**src/rtl/core/dst_pkg.sv**
```systemverilog
// Shared types and constants for the devicetree structure tokenizer.
// Used by dst_front, dst_queue, dst_back and the top level; depends on nothing.
package dst_pkg;

    localparam int unsigned WORD_W     = 32;
    localparam int unsigned KIND_W     = 4;
    localparam int unsigned LEFT_W     = 31;
    localparam int unsigned WORD_BYTES = 4;
    localparam logic [7:0]  BYTE_MASK  = 8'hFF;

    // Structure block token values
    localparam logic [WORD_W-1:0] TOKEN_BEGIN_NODE = 32'd1;
    localparam logic [WORD_W-1:0] TOKEN_END_NODE   = 32'd2;
    localparam logic [WORD_W-1:0] TOKEN_PROP       = 32'd3;
    localparam logic [WORD_W-1:0] TOKEN_NOP        = 32'd4;
    localparam logic [WORD_W-1:0] TOKEN_END        = 32'd9;

    // Result classification codes
    localparam logic [KIND_W-1:0] KIND_BEGIN   = 4'd0;
    localparam logic [KIND_W-1:0] KIND_NAME    = 4'd1;
    localparam logic [KIND_W-1:0] KIND_ENDNODE = 4'd2;
    localparam logic [KIND_W-1:0] KIND_PROP    = 4'd3;
    localparam logic [KIND_W-1:0] KIND_LEN     = 4'd4;
    localparam logic [KIND_W-1:0] KIND_NAMEOFF = 4'd5;
    localparam logic [KIND_W-1:0] KIND_PAYLOAD = 4'd6;
    localparam logic [KIND_W-1:0] KIND_NOP     = 4'd7;
    localparam logic [KIND_W-1:0] KIND_END     = 4'd8;
    localparam logic [KIND_W-1:0] KIND_ERROR   = 4'd9;
    localparam logic [KIND_W-1:0] KIND_IGNORED = 4'd10;

    // Pre-decoded token class of a word
    typedef enum logic [2:0] {
        TOK_BEGIN_NODE = 3'd0,
        TOK_END_NODE   = 3'd1,
        TOK_PROP       = 3'd2,
        TOK_NOP        = 3'd3,
        TOK_END        = 3'd4,
        TOK_BAD        = 3'd5
    } tok_t;

    // Parser phase, one-hot
    typedef enum logic [4:0] {
        PH_TOKEN   = 5'b00001,
        PH_NAME    = 5'b00010,
        PH_LEN     = 5'b00100,
        PH_NAMEOFF = 5'b01000,
        PH_PAYLOAD = 5'b10000
    } phase_t;

    // Classified word handed from front to back
    typedef struct packed {
        logic [WORD_W-1:0] word;
        logic              restart;
        tok_t              tok;
        logic              has_zero;
        logic [LEFT_W-1:0] ceil_words;
    } dst_item_t;

endpackage

```
**src/rtl/core/dst_front.sv**
```systemverilog
// Front end: accepts words, decodes token class, zero byte and payload word count.
// Depends on dst_pkg.
module dst_front (
    input  logic               aclk,
    input  logic               aresetn,
    input  logic               in_valid,
    output logic               in_ready,
    input  logic [31:0]        in_word,
    input  logic               in_restart,
    output logic               out_valid,
    input  logic               out_ready,
    output dst_pkg::dst_item_t out_item
);
    import dst_pkg::*;

    logic      valid_reg;
    dst_item_t item_reg;
    dst_item_t item_next;

    assign in_ready  = !valid_reg || out_ready;
    assign out_valid = valid_reg;
    assign out_item  = item_reg;

    always_comb begin
        item_next.word    = in_word;
        item_next.restart = in_restart;
        item_next.has_zero = 1'b0;
        for (int i = 0; i < WORD_BYTES; i++) begin
            if ((in_word[8*i +: 8] & BYTE_MASK) == 8'd0) begin
                item_next.has_zero = 1'b1;
            end
        end
        // ceil(len / 4)
        item_next.ceil_words = {1'b0, in_word[WORD_W-1:2]} + LEFT_W'(|in_word[1:0]);
        case (in_word)
            TOKEN_BEGIN_NODE: item_next.tok = TOK_BEGIN_NODE;
            TOKEN_END_NODE:   item_next.tok = TOK_END_NODE;
            TOKEN_PROP:       item_next.tok = TOK_PROP;
            TOKEN_NOP:        item_next.tok = TOK_NOP;
            TOKEN_END:        item_next.tok = TOK_END;
            default:          item_next.tok = TOK_BAD;
        endcase
    end

    always_ff @(posedge aclk) begin
        if (!aresetn) begin
            valid_reg <= 1'b0;
        end else if (in_ready) begin
            valid_reg <= in_valid;
        end
    end

    always_ff @(posedge aclk) begin
        if (in_valid && in_ready) begin
            item_reg <= item_next;
        end
    end

endmodule

```
**src/rtl/core/dst_queue.sv**
```systemverilog
// Two-entry queue of classified words between front and back.
// Depends on dst_pkg.
module dst_queue (
    input  logic               aclk,
    input  logic               aresetn,
    input  logic               push_valid,
    output logic               push_ready,
    input  dst_pkg::dst_item_t push_item,
    output logic               pop_valid,
    input  logic               pop_ready,
    output dst_pkg::dst_item_t pop_item
);
    import dst_pkg::*;

    localparam int unsigned DEPTH = 2;

    dst_item_t   mem [DEPTH];
    logic        wr_ptr_reg;
    logic        rd_ptr_reg;
    logic [1:0]  count_reg;
    logic        push;
    logic        pop;

    assign push_ready = (count_reg != 2'(DEPTH));
    assign pop_valid  = (count_reg != 2'd0);
    assign pop_item   = mem[rd_ptr_reg];
    assign push       = push_valid && push_ready;
    assign pop        = pop_valid && pop_ready;

    always_ff @(posedge aclk) begin
        if (push) begin
            mem[wr_ptr_reg] <= push_item;
        end
    end

    always_ff @(posedge aclk) begin
        if (!aresetn) begin
            wr_ptr_reg <= 1'b0;
            rd_ptr_reg <= 1'b0;
            count_reg  <= 2'd0;
        end else begin
            if (push) begin
                wr_ptr_reg <= !wr_ptr_reg;
            end
            if (pop) begin
                rd_ptr_reg <= !rd_ptr_reg;
            end
            case ({push, pop})
                2'b10:   count_reg <= count_reg + 2'd1;
                2'b01:   count_reg <= count_reg - 2'd1;
                default: count_reg <= count_reg;
            endcase
        end
    end

endmodule

```
**src/rtl/core/dst_back.sv**
```systemverilog
// Back end: parser phase, payload counter and stop flag; registers the result word.
// Depends on dst_pkg.
module dst_back (
    input  logic               aclk,
    input  logic               aresetn,
    input  logic               in_valid,
    output logic               in_ready,
    input  dst_pkg::dst_item_t in_item,
    output logic               m_valid,
    input  logic               m_ready,
    output logic [3:0]         m_kind,
    output logic               m_name_done,
    output logic [31:0]        m_length_value,
    output logic [31:0]        m_name_offset
);
    import dst_pkg::*;

    phase_t              phase_reg, phase_next, cur_phase;
    logic [LEFT_W-1:0]   left_reg, left_next, cur_left, left_dec;
    logic                stopped_reg, stopped_next, cur_stopped;
    logic                m_valid_reg;
    logic [KIND_W-1:0]   kind_reg, kind_next;
    logic                done_reg, done_next;
    logic [WORD_W-1:0]   lenv_reg, lenv_next;
    logic [WORD_W-1:0]   noff_reg, noff_next;
    logic                take;

    assign in_ready       = !m_valid_reg || m_ready;
    assign take           = in_valid && in_ready;
    assign m_valid        = m_valid_reg;
    assign m_kind         = kind_reg;
    assign m_name_done    = done_reg;
    assign m_length_value = lenv_reg;
    assign m_name_offset  = noff_reg;

    always_comb begin
        // Restart drops any node name or property in progress
        cur_phase   = in_item.restart ? PH_TOKEN : phase_reg;
        cur_left    = in_item.restart ? '0 : left_reg;
        cur_stopped = in_item.restart ? 1'b0 : stopped_reg;
        left_dec    = (cur_left != '0) ? cur_left - LEFT_W'(1) : cur_left;

        phase_next   = cur_phase;
        left_next    = cur_left;
        stopped_next = cur_stopped;
        kind_next    = KIND_IGNORED;
        done_next    = 1'b0;
        lenv_next    = '0;
        noff_next    = '0;

        if (!cur_stopped) begin
            case (cur_phase)
                PH_NAME: begin
                    kind_next = KIND_NAME;
                    if (in_item.has_zero) begin
                        done_next  = 1'b1;
                        phase_next = PH_TOKEN;
                    end
                end
                PH_LEN: begin
                    kind_next  = KIND_LEN;
                    lenv_next  = in_item.word;
                    left_next  = in_item.ceil_words;
                    phase_next = PH_NAMEOFF;
                end
                PH_NAMEOFF: begin
                    kind_next  = KIND_NAMEOFF;
                    noff_next  = in_item.word;
                    phase_next = (cur_left != '0) ? PH_PAYLOAD : PH_TOKEN;
                end
                PH_PAYLOAD: begin
                    kind_next = KIND_PAYLOAD;
                    left_next = left_dec;
                    if (left_dec == '0) begin
                        phase_next = PH_TOKEN;
                    end
                end
                default: begin
                    phase_next = PH_TOKEN;
                    case (in_item.tok)
                        TOK_BEGIN_NODE: begin
                            kind_next  = KIND_BEGIN;
                            phase_next = PH_NAME;
                        end
                        TOK_END_NODE: kind_next = KIND_ENDNODE;
                        TOK_PROP: begin
                            kind_next  = KIND_PROP;
                            phase_next = PH_LEN;
                        end
                        TOK_NOP: kind_next = KIND_NOP;
                        TOK_END: begin
                            kind_next    = KIND_END;
                            stopped_next = 1'b1;
                        end
                        default: begin
                            kind_next    = KIND_ERROR;
                            stopped_next = 1'b1;
                        end
                    endcase
                end
            endcase
        end
    end

    always_ff @(posedge aclk) begin
        if (!aresetn) begin
            phase_reg   <= PH_TOKEN;
            left_reg    <= '0;
            stopped_reg <= 1'b0;
            m_valid_reg <= 1'b0;
        end else begin
            if (take) begin
                phase_reg   <= phase_next;
                left_reg    <= left_next;
                stopped_reg <= stopped_next;
            end
            if (in_ready) begin
                m_valid_reg <= in_valid;
            end
        end
    end

    always_ff @(posedge aclk) begin
        if (take) begin
            kind_reg <= kind_next;
            done_reg <= done_next;
            lenv_reg <= lenv_next;
            noff_reg <= noff_next;
        end
    end

endmodule

```
**src/rtl/core/devicetree_struct_tokenizer.sv**
```systemverilog
// Top level of the devicetree structure block tokenizer.
// Instantiates dst_front, dst_queue and dst_back; depends on dst_pkg.
//
// The tokenizer takes one 32-bit structure block word per cycle (already in
// big-endian value order) and gives exactly one classification word for each
// input word, in order. Sustained rate is one word per cycle while the result
// side is not stalled; each word passes through the front decode register,
// then the queue and then the result register. The front decodes the token
// class, a zero-byte flag and ceil(len/4) for every word; the back holds the
// parser phase, payload counter and stop flag and updates them once per
// word, which sets the one-word-per-cycle figure. A two-entry queue lets the
// front keep taking words while the result side stalls, until the queue is
// full. After an end token or an unknown token every word is marked ignored
// until a word arrives with s_restart high, which is then taken as a token.
module devicetree_struct_tokenizer (
    input  logic        aclk,
    input  logic        aresetn,
    input  logic        s_valid,
    output logic        s_ready,
    input  logic [31:0] s_word,
    input  logic        s_restart,
    output logic        m_valid,
    input  logic        m_ready,
    output logic [3:0]  m_kind,
    output logic        m_name_done,
    output logic [31:0] m_length_value,
    output logic [31:0] m_name_offset
);
    import dst_pkg::*;

    // Front to queue
    logic      fq_valid;
    logic      fq_ready;
    dst_item_t fq_item;

    // Queue to back
    logic      qb_valid;
    logic      qb_ready;
    dst_item_t qb_item;

    // Decode each word as it arrives
    dst_front u_front (
        .aclk       (aclk),
        .aresetn    (aresetn),
        .in_valid   (s_valid),
        .in_ready   (s_ready),
        .in_word    (s_word),
        .in_restart (s_restart),
        .out_valid  (fq_valid),
        .out_ready  (fq_ready),
        .out_item   (fq_item)
    );

    // Hold decoded words while the back end stalls
    dst_queue u_queue (
        .aclk       (aclk),
        .aresetn    (aresetn),
        .push_valid (fq_valid),
        .push_ready (fq_ready),
        .push_item  (fq_item),
        .pop_valid  (qb_valid),
        .pop_ready  (qb_ready),
        .pop_item   (qb_item)
    );

    // Advance the parser state and register the result word
    dst_back u_back (
        .aclk           (aclk),
        .aresetn        (aresetn),
        .in_valid       (qb_valid),
        .in_ready       (qb_ready),
        .in_item        (qb_item),
        .m_valid        (m_valid),
        .m_ready        (m_ready),
        .m_kind         (m_kind),
        .m_name_done    (m_name_done),
        .m_length_value (m_length_value),
        .m_name_offset  (m_name_offset)
    );

endmodule
```
**config.mk**
```make
export PLATFORM = sky130hd
export DESIGN_NAME = devicetree_struct_tokenizer
export DESIGN_NICKNAME = d
export VERILOG_FILES = /design/src/rtl/core/dst_pkg.sv /design/src/rtl/core/dst_front.sv /design/src/rtl/core/dst_queue.sv /design/src/rtl/core/dst_back.sv /design/src/rtl/core/devicetree_struct_tokenizer.sv
export SDC_FILE = /design/constraint.sdc
export NUM_CORES = 1
export LEC_CHECK = 0
export BUFFER_PORTS_ARGS = -buffer_cell sky130_fd_sc_hd__buf_4
export CORE_MARGIN = 5
export CORE_UTILIZATION = 36
export CTS_CLUSTER_DIAMETER = 50
export DETAILED_ROUTE_END_ITERATION = 10
export MAX_ROUTING_LAYER = met4
export PLACE_DENSITY = 0.54
export SLEW_MARGIN = 20
export SYNTH_ARGS = -nofsm -noshare
export SYNTH_HDL_FRONTEND = slang
export SYNTH_SLANG_ARGS = --single-unit
```
**constraint.sdc**
```tcl
create_clock -name aclk -period 4.3 [get_ports aclk]
set_clock_uncertainty 0.15 [all_clocks]
set_input_delay 0.43 -clock aclk [delete_from_list [all_inputs] [get_ports aclk]]
set_output_delay 0.43 -clock aclk [all_outputs]
set_load 0.05 [all_outputs]
```
; Word level (Yosys, flattened, before mapping)
; Memories as Yosys holds them, arrays and structs flattened. A register that Yosys moved wholly into a read port is not among the register bits.
; Index checks and enable logic that the tools add are counted.
[op_classes]
add_sub_neg = 4
eq_ne = 16
mux = 25
bitwise_logic = 3
n_reduce_logical = 25
[ops]
columns = operator, n
row1 = 31-bit two-way mux, 3
row2 = "32-bit by 2-bit == test with 1-bit output, second input constant", 2
row3 = 31-bit one-hot mux with 2 select lines, 1
row4 = "32-bit by 1-bit == test with 1-bit output, second input constant", 1
row5 = "32-bit by 3-bit == test with 1-bit output, second input constant", 1
row6 = "32-bit by 4-bit == test with 1-bit output, second input constant", 1
row7 = 8-bit logical NOT, 4
row8 = 30-bit by 1-bit adder with 31-bit output, 1
row9 = 31-bit logical NOT, 1
row10 = 31-bit nonzero test, 1
row11 = "31-bit by 1-bit subtractor with 31-bit output, second input constant", 1
row12 = 5-bit two-way mux, 5
row13 = 4-bit one-hot mux with 5 select lines, 1
row14 = 5-bit one-hot mux with 4 select lines, 1
row15 = 4-bit one-hot mux with 4 select lines, 1
row16 = 3-bit one-hot mux with 5 select lines, 1
row17 = 1-bit two-way mux, 10
row18 = 2-bit OR reduction, 4
row19 = 4-bit OR reduction, 2
row20 = "3-bit by 2-bit == test with 1-bit output, second input constant", 2
row21 = 3-bit one-hot mux with 2 select lines, 1
row22 = "5-bit by 2-bit == test with 1-bit output, second input constant", 1
row23 = "5-bit by 3-bit == test with 1-bit output, second input constant", 1
row24 = "5-bit by 4-bit == test with 1-bit output, second input constant", 1
row25 = 16 further kinds, 25
[totals]
reg_bits = 180
mem_bits_rw = 136
input_bits = 37
output_inout_bits = 71
word_cells = 91
mem_count = 1
[mem_list]
columns = name, words, width, rd, rd_clocked_by_memory_dff, write_ports, line_no
row1 = u_queue.mem, 2, 68, 1, 1, 1, dst_queue.sv:17  ; dst_item_t mem [DEPTH];

; Longest topological paths before layout
[depth]
word_depth = 7
depth_mapped = 13
depth_no_buf = 11

; By module
; Synthesis repeated with hierarchy kept, for this count alone.
[hier_totals]
hier_cells = 998
area_unflattened_um2 = 13755.7
[modules_own_cells]
columns = mod, n_inst, cells_each, area_per_inst_um2, seq_area_each_um2
row1 = dst_back, 1, 583, 5763.0, 2832.7
row2 = dst_queue, 1, 236, 5143.7, 4184.0
row3 = dst_front, 1, 179, 2849.0, 2062.0

; Worst setup path after synthesis
; No wires, ideal clock.
[synth_path]
path_type = flip-flop to flip-flop
start = register u_back.m_valid_reg (netlist: u_back.m_valid)
end = register u_queue.count_reg[1]
setup_ps = 70
arrival_time_ps = 4433
required_time_ps = 4080
slack_ps = -353
path_stages_with_launch = 8
n_path_buf = 2
synth_period_minus_slack_ps = 4653
cell_sequence = dfxtp_1 nor2b_1 nor2_1 clkbuf_1 clkbuf_1 ha_1 or3_1 a21oi_1
[synth_via]
elab_chain_cells = 5
elab_cells_between_ends = 7
classes_between = eq/ne (2) / mux (1) / reduce/logical (4)
[synth_lines]
columns = element, line_no
row1 = start: declaration, dst_back.sv:21  ; logic m_valid_reg;
row2 = start signal: assignment, dst_back.sv:118  ; m_valid_reg <= in_valid;
row3 = 1-bit logical NOT (*), dst_back.sv:28  ; assign in_ready = !m_valid_reg || m_ready;
row4 = 1-bit logical OR (*), dst_back.sv:28
row5 = 1-bit logical AND (*), n/a
row6 = net u_back.take, dst_back.sv:26  ; logic take;
row7 = 2-bit by 1-bit == test with 1-bit output or 2-bit == test (tied branches), dst_queue.sv:48  ; case ({push, pop})
row8 = 2-bit one-hot mux with 2 select lines or 2-bit nonzero test (tied branches), n/a
row9 = end signal: assignment, dst_queue.sv:49  ; 2'b10: count_reg <= count_reg + 2'd1;
row10 = end signal: assignment, dst_queue.sv:50  ; 2'b01: count_reg <= count_reg - 2'd1;
row11 = end signal: assignment, dst_queue.sv:51  ; default: count_reg <= count_reg;
row12 = end: declaration, dst_queue.sv:20  ; logic [1:0] count_reg;
; The timed path passes the listed nets; every way through them passes the cells marked *.
; A chain may end at the register's enable or synchronous reset.

==> impl_metrics.py <==
metrics = {
    "status": {
        "status": "completed",
    },
    "cts": {
        "cts_max_level": 2,
        "cts_tree": "done",
        "clockRootBuffer": "clkbuf_16",
        "clkTransAtPathRegs_ns": 0.06,
        "cts_buffers": 37,
        "cts.sinks": 317,
        "clock_path_buffers": 3,
        "clkLatencyLatePin_ns": 0.51,
        "postCtsSetupBuffers": 0,
        "cts_resized": 0,
    },
    "timing": {
        "slew_headroom": 0.285,
        "setup_ws_ns": 0.470,
        "fmax_mhz": 261,
        "holdWs_ns": 0.0162,
        "period_minus_slack_ns": 3.83,
        "rsz0062_at_grt": "false",
        "fin_crit_sh": 0.891,
        "setup_tns_ns": 0,
        "tightest_slew_ns": 1.06,
        "finalSetupViolCount": 0,
        "final_hold_viol_count": 0,
        "drv_slew": 0,
    },
    "pwr": {
        "vdd.ir_drop.worst_mv": 0.386,
        "finalPower_mw": 10.4,
        "powerDensity_nw_per_um2": 637,
        "p_leak_nw": 5.60,
    },
    "worst_hold_path": {
        "hold_path_class": "in -> reg",
    },
    "run": {
        "drv_cap": 0,
    },
    "cells_and_area": {
        "design_area_sq_um": 16300,
        "final_cells": 1729,
        "register_area_sq_um": 9080,
        "antenna_cells": 0,
        "multi_input_comb_area_sq_um": 4210,
        "utilization": 0.437,
        "finalNetCount": 1236,
        "area_delta_synth_final_pct": 20.7,
        "n_fill_cell": 3434,
        "largest_register_ffs": 136,
        "largest_register": "u_queue.mem",
        "drive_above_1_share": 0.165,
    },
    "critical_path": {
        "slowest_stage": "o21ai_1",
        "slowest_delay_ns": 0.52,
        "crit_chain": "mux2i_4 > nand2_1 > ha_1 > nor4b_1 > nand4_1 > o21ai_1 > a21o_1 > a211oi_1 > nor4b_1 > nand4_1 > o31a_1",
        "crit_family": "simple AND/OR/NAND/NOR gates",
        "crit_fanout": 9,
        "startpoint_type": "register",
        "crit_buf_inv": 0,
        "critical_path_arrival_ns": 4.07,
        "endpoint_kind": "register",
        "critPathKind": "reg -> reg",
        "cp.required_ns": 4.54,
    },
    "routing": {
        "routed_wl_um": 34400,
        "viasPerCell": 5.24,
        "ant_nets": 0,
        "dr.pass1.iters": 5,
        "detail_route.wl_per_cell_um": 19.9,
        "vias": 9054,
        "drt_iter0_drc": 576,
        "drc": 0,
    },
    "die": {
        "die_y_um": 204,
        "ios": 108,
        "die_width_um": 204,
        "die-area_sq_um": 41600,
        "start_util": 0.362,
        "rows": 71,
        "core_area_sq_um": 37400,
    },
    "logic_synthesis": {
        "ys.flop_type": "edfxtp_1",
        "netlist_area_sq_um": 13500,
        "synth_edf_count": 273,
        "synth_cell_types": 69,
        "yosysWarningCount": 0,
        "ys_seq_elements": 317,
        "syn_nets": 1110,
        "synthArstFlopShare": 0,
        "syn_area_per_cell_sq_um": 12.7,
        "yosysSeqAreaShare": 0.671,
        "synthCells": 1068,
    },
    "place": {
        "dpl_cell_area_sq_um": 14900,
        "gp_congestion": 0.925,
        "numPortBuffers": 107,
        "dpl.hpwl_um": 23100,
        "preCtsSetupSlack_ns": 0.527,
        "placedCellCount": 1645,
    },
    "grt": {
        "grt_max_degree": 69,
        "antenna_found_initial": 0,
        "overflow": 0,
        "first_global_vias": 9044,
        "grt_pass1_wl_um": 53500,
        "gr-usage-all-layers": 0.169,
    },
}
-- cells in the mapped netlist (all sizes together) (5+ instances only) --
library cell	number	share of area
edfxtp	273	0.61
nor2	155	0.043
mux2i	70	0.052
nand2	65	0.018
a21oi	47	0.017
clkbuf	45	0.012
o21ai	45	0.017
dfxtp	44	0.065
nand3	37	0.014
xnor2	24	0.016
nor3	22	0.0081
nor4	22	0.013
nand4	19	0.0088
buf	16	0.0058
a22oi	14	0.0078
xor2	12	0.0078
and2	10	0.0046
o22ai	10	0.0046
or3	10	0.0046
inv	9	0.0025
or4	9	0.0056
a211oi	7	0.0039
a311oi	7	0.0045
a31oi	7	0.0032
nor2b	7	0.0032
and3	6	0.0028
ha	5	0.0046
nand2b	5	0.0023
o311ai	5	0.0032
o31ai	5	0.0028
-- what timing repair did --
action | in CTS | in global routing
hold buffers | 21 | 0
endpoints found under the setup margin | 0 | 0
hold endpoints to repair | 21 | 0
-- cell usage in the layout (no fill, tap or decap), types with 5 or more instances in the layout --
cell           synthesis  final
a211oi_1               7      7
a21oi_1               47     47
a22oi_1               14     14
a311oi_1               7      7
a31oi_1                7      7
and2_1                10      9
and3_1                 6      5
buf_4                  1    125
clkbuf_1              45      6
clkbuf_16              0     38
clkinv_1               0      6
dfxtp_1               44     43
dlygate4sd3_1          0     21
edfxtp_1             273    273
ha_1                   5      5
inv_1                  9      8
mux2i_1               70     69
nand2_1               65     65
nand2b_1               5      5
nand3_1               37     37
nand4_1               19     19
nor2_1               155    153
nor2b_1                7      7
nor3_1                22     22
nor4_1                18     18
o21ai_0               42     41
o22ai_1               10     10
o31ai_1                5      5
or3_1                 10     10
or4_1                  6      6
xnor2_1               24     24
xor2_1                12     12
-- area by class of cell --
class                   count  area share
well taps                 511      0.0391
multi-input cells         681       0.258
clock buffers              45      0.0604
repair buffers            148      0.0728
inverters                   9     0.00207
flip-flops and latches    317       0.556
clock inverters            18      0.0120
-- kinds of logic (layout without fill, tap and decap cells) --
kind of cell               after synthesis  after routing  share of synthesized area
AOI/OAI and AO/OA                      183            183                     0.0875
xor gates and xnor gates                36             36                     0.0233
adders and majority gates                5              5                    0.00462
buffers and inverters                   70            220                     0.0208
DFF                                    317            317                      0.671
muxes                                   73             73                     0.0543
and+or+nand+nor                        384            384                      0.139
-- worst paths after layout --
kind	start	end	slack [ns]	cells past startpoint
max	register	u_back.phase_reg[4]	0.47	11
max reg2reg	register	u_back.phase_reg[4]	0.47	11
min	s_word[17]	u_front.out_item[53]	0.02	1
min reg2reg	u_front.out_item[17]	u_queue.mem[0][17]	0.28	0
-- routing by layer --
metal,GRT usage,part of all wire,routed length (um)
met4,0.0436,0.021,709
met2,0.280,0.49,16900
met3,0.0219,0.049,1680
met1,0.223,0.44,15100
met5,-,0,0
-- report_power, final --
| part | switching, mW | internal (mW) |
|---|---|---|
| registers | 0.213 | 3.95 |
| logic | 2.29 | 0.940 |
| clock network | 1.19 | 1.82 |
Note: power is estimated with default switching activity, not from simulation.
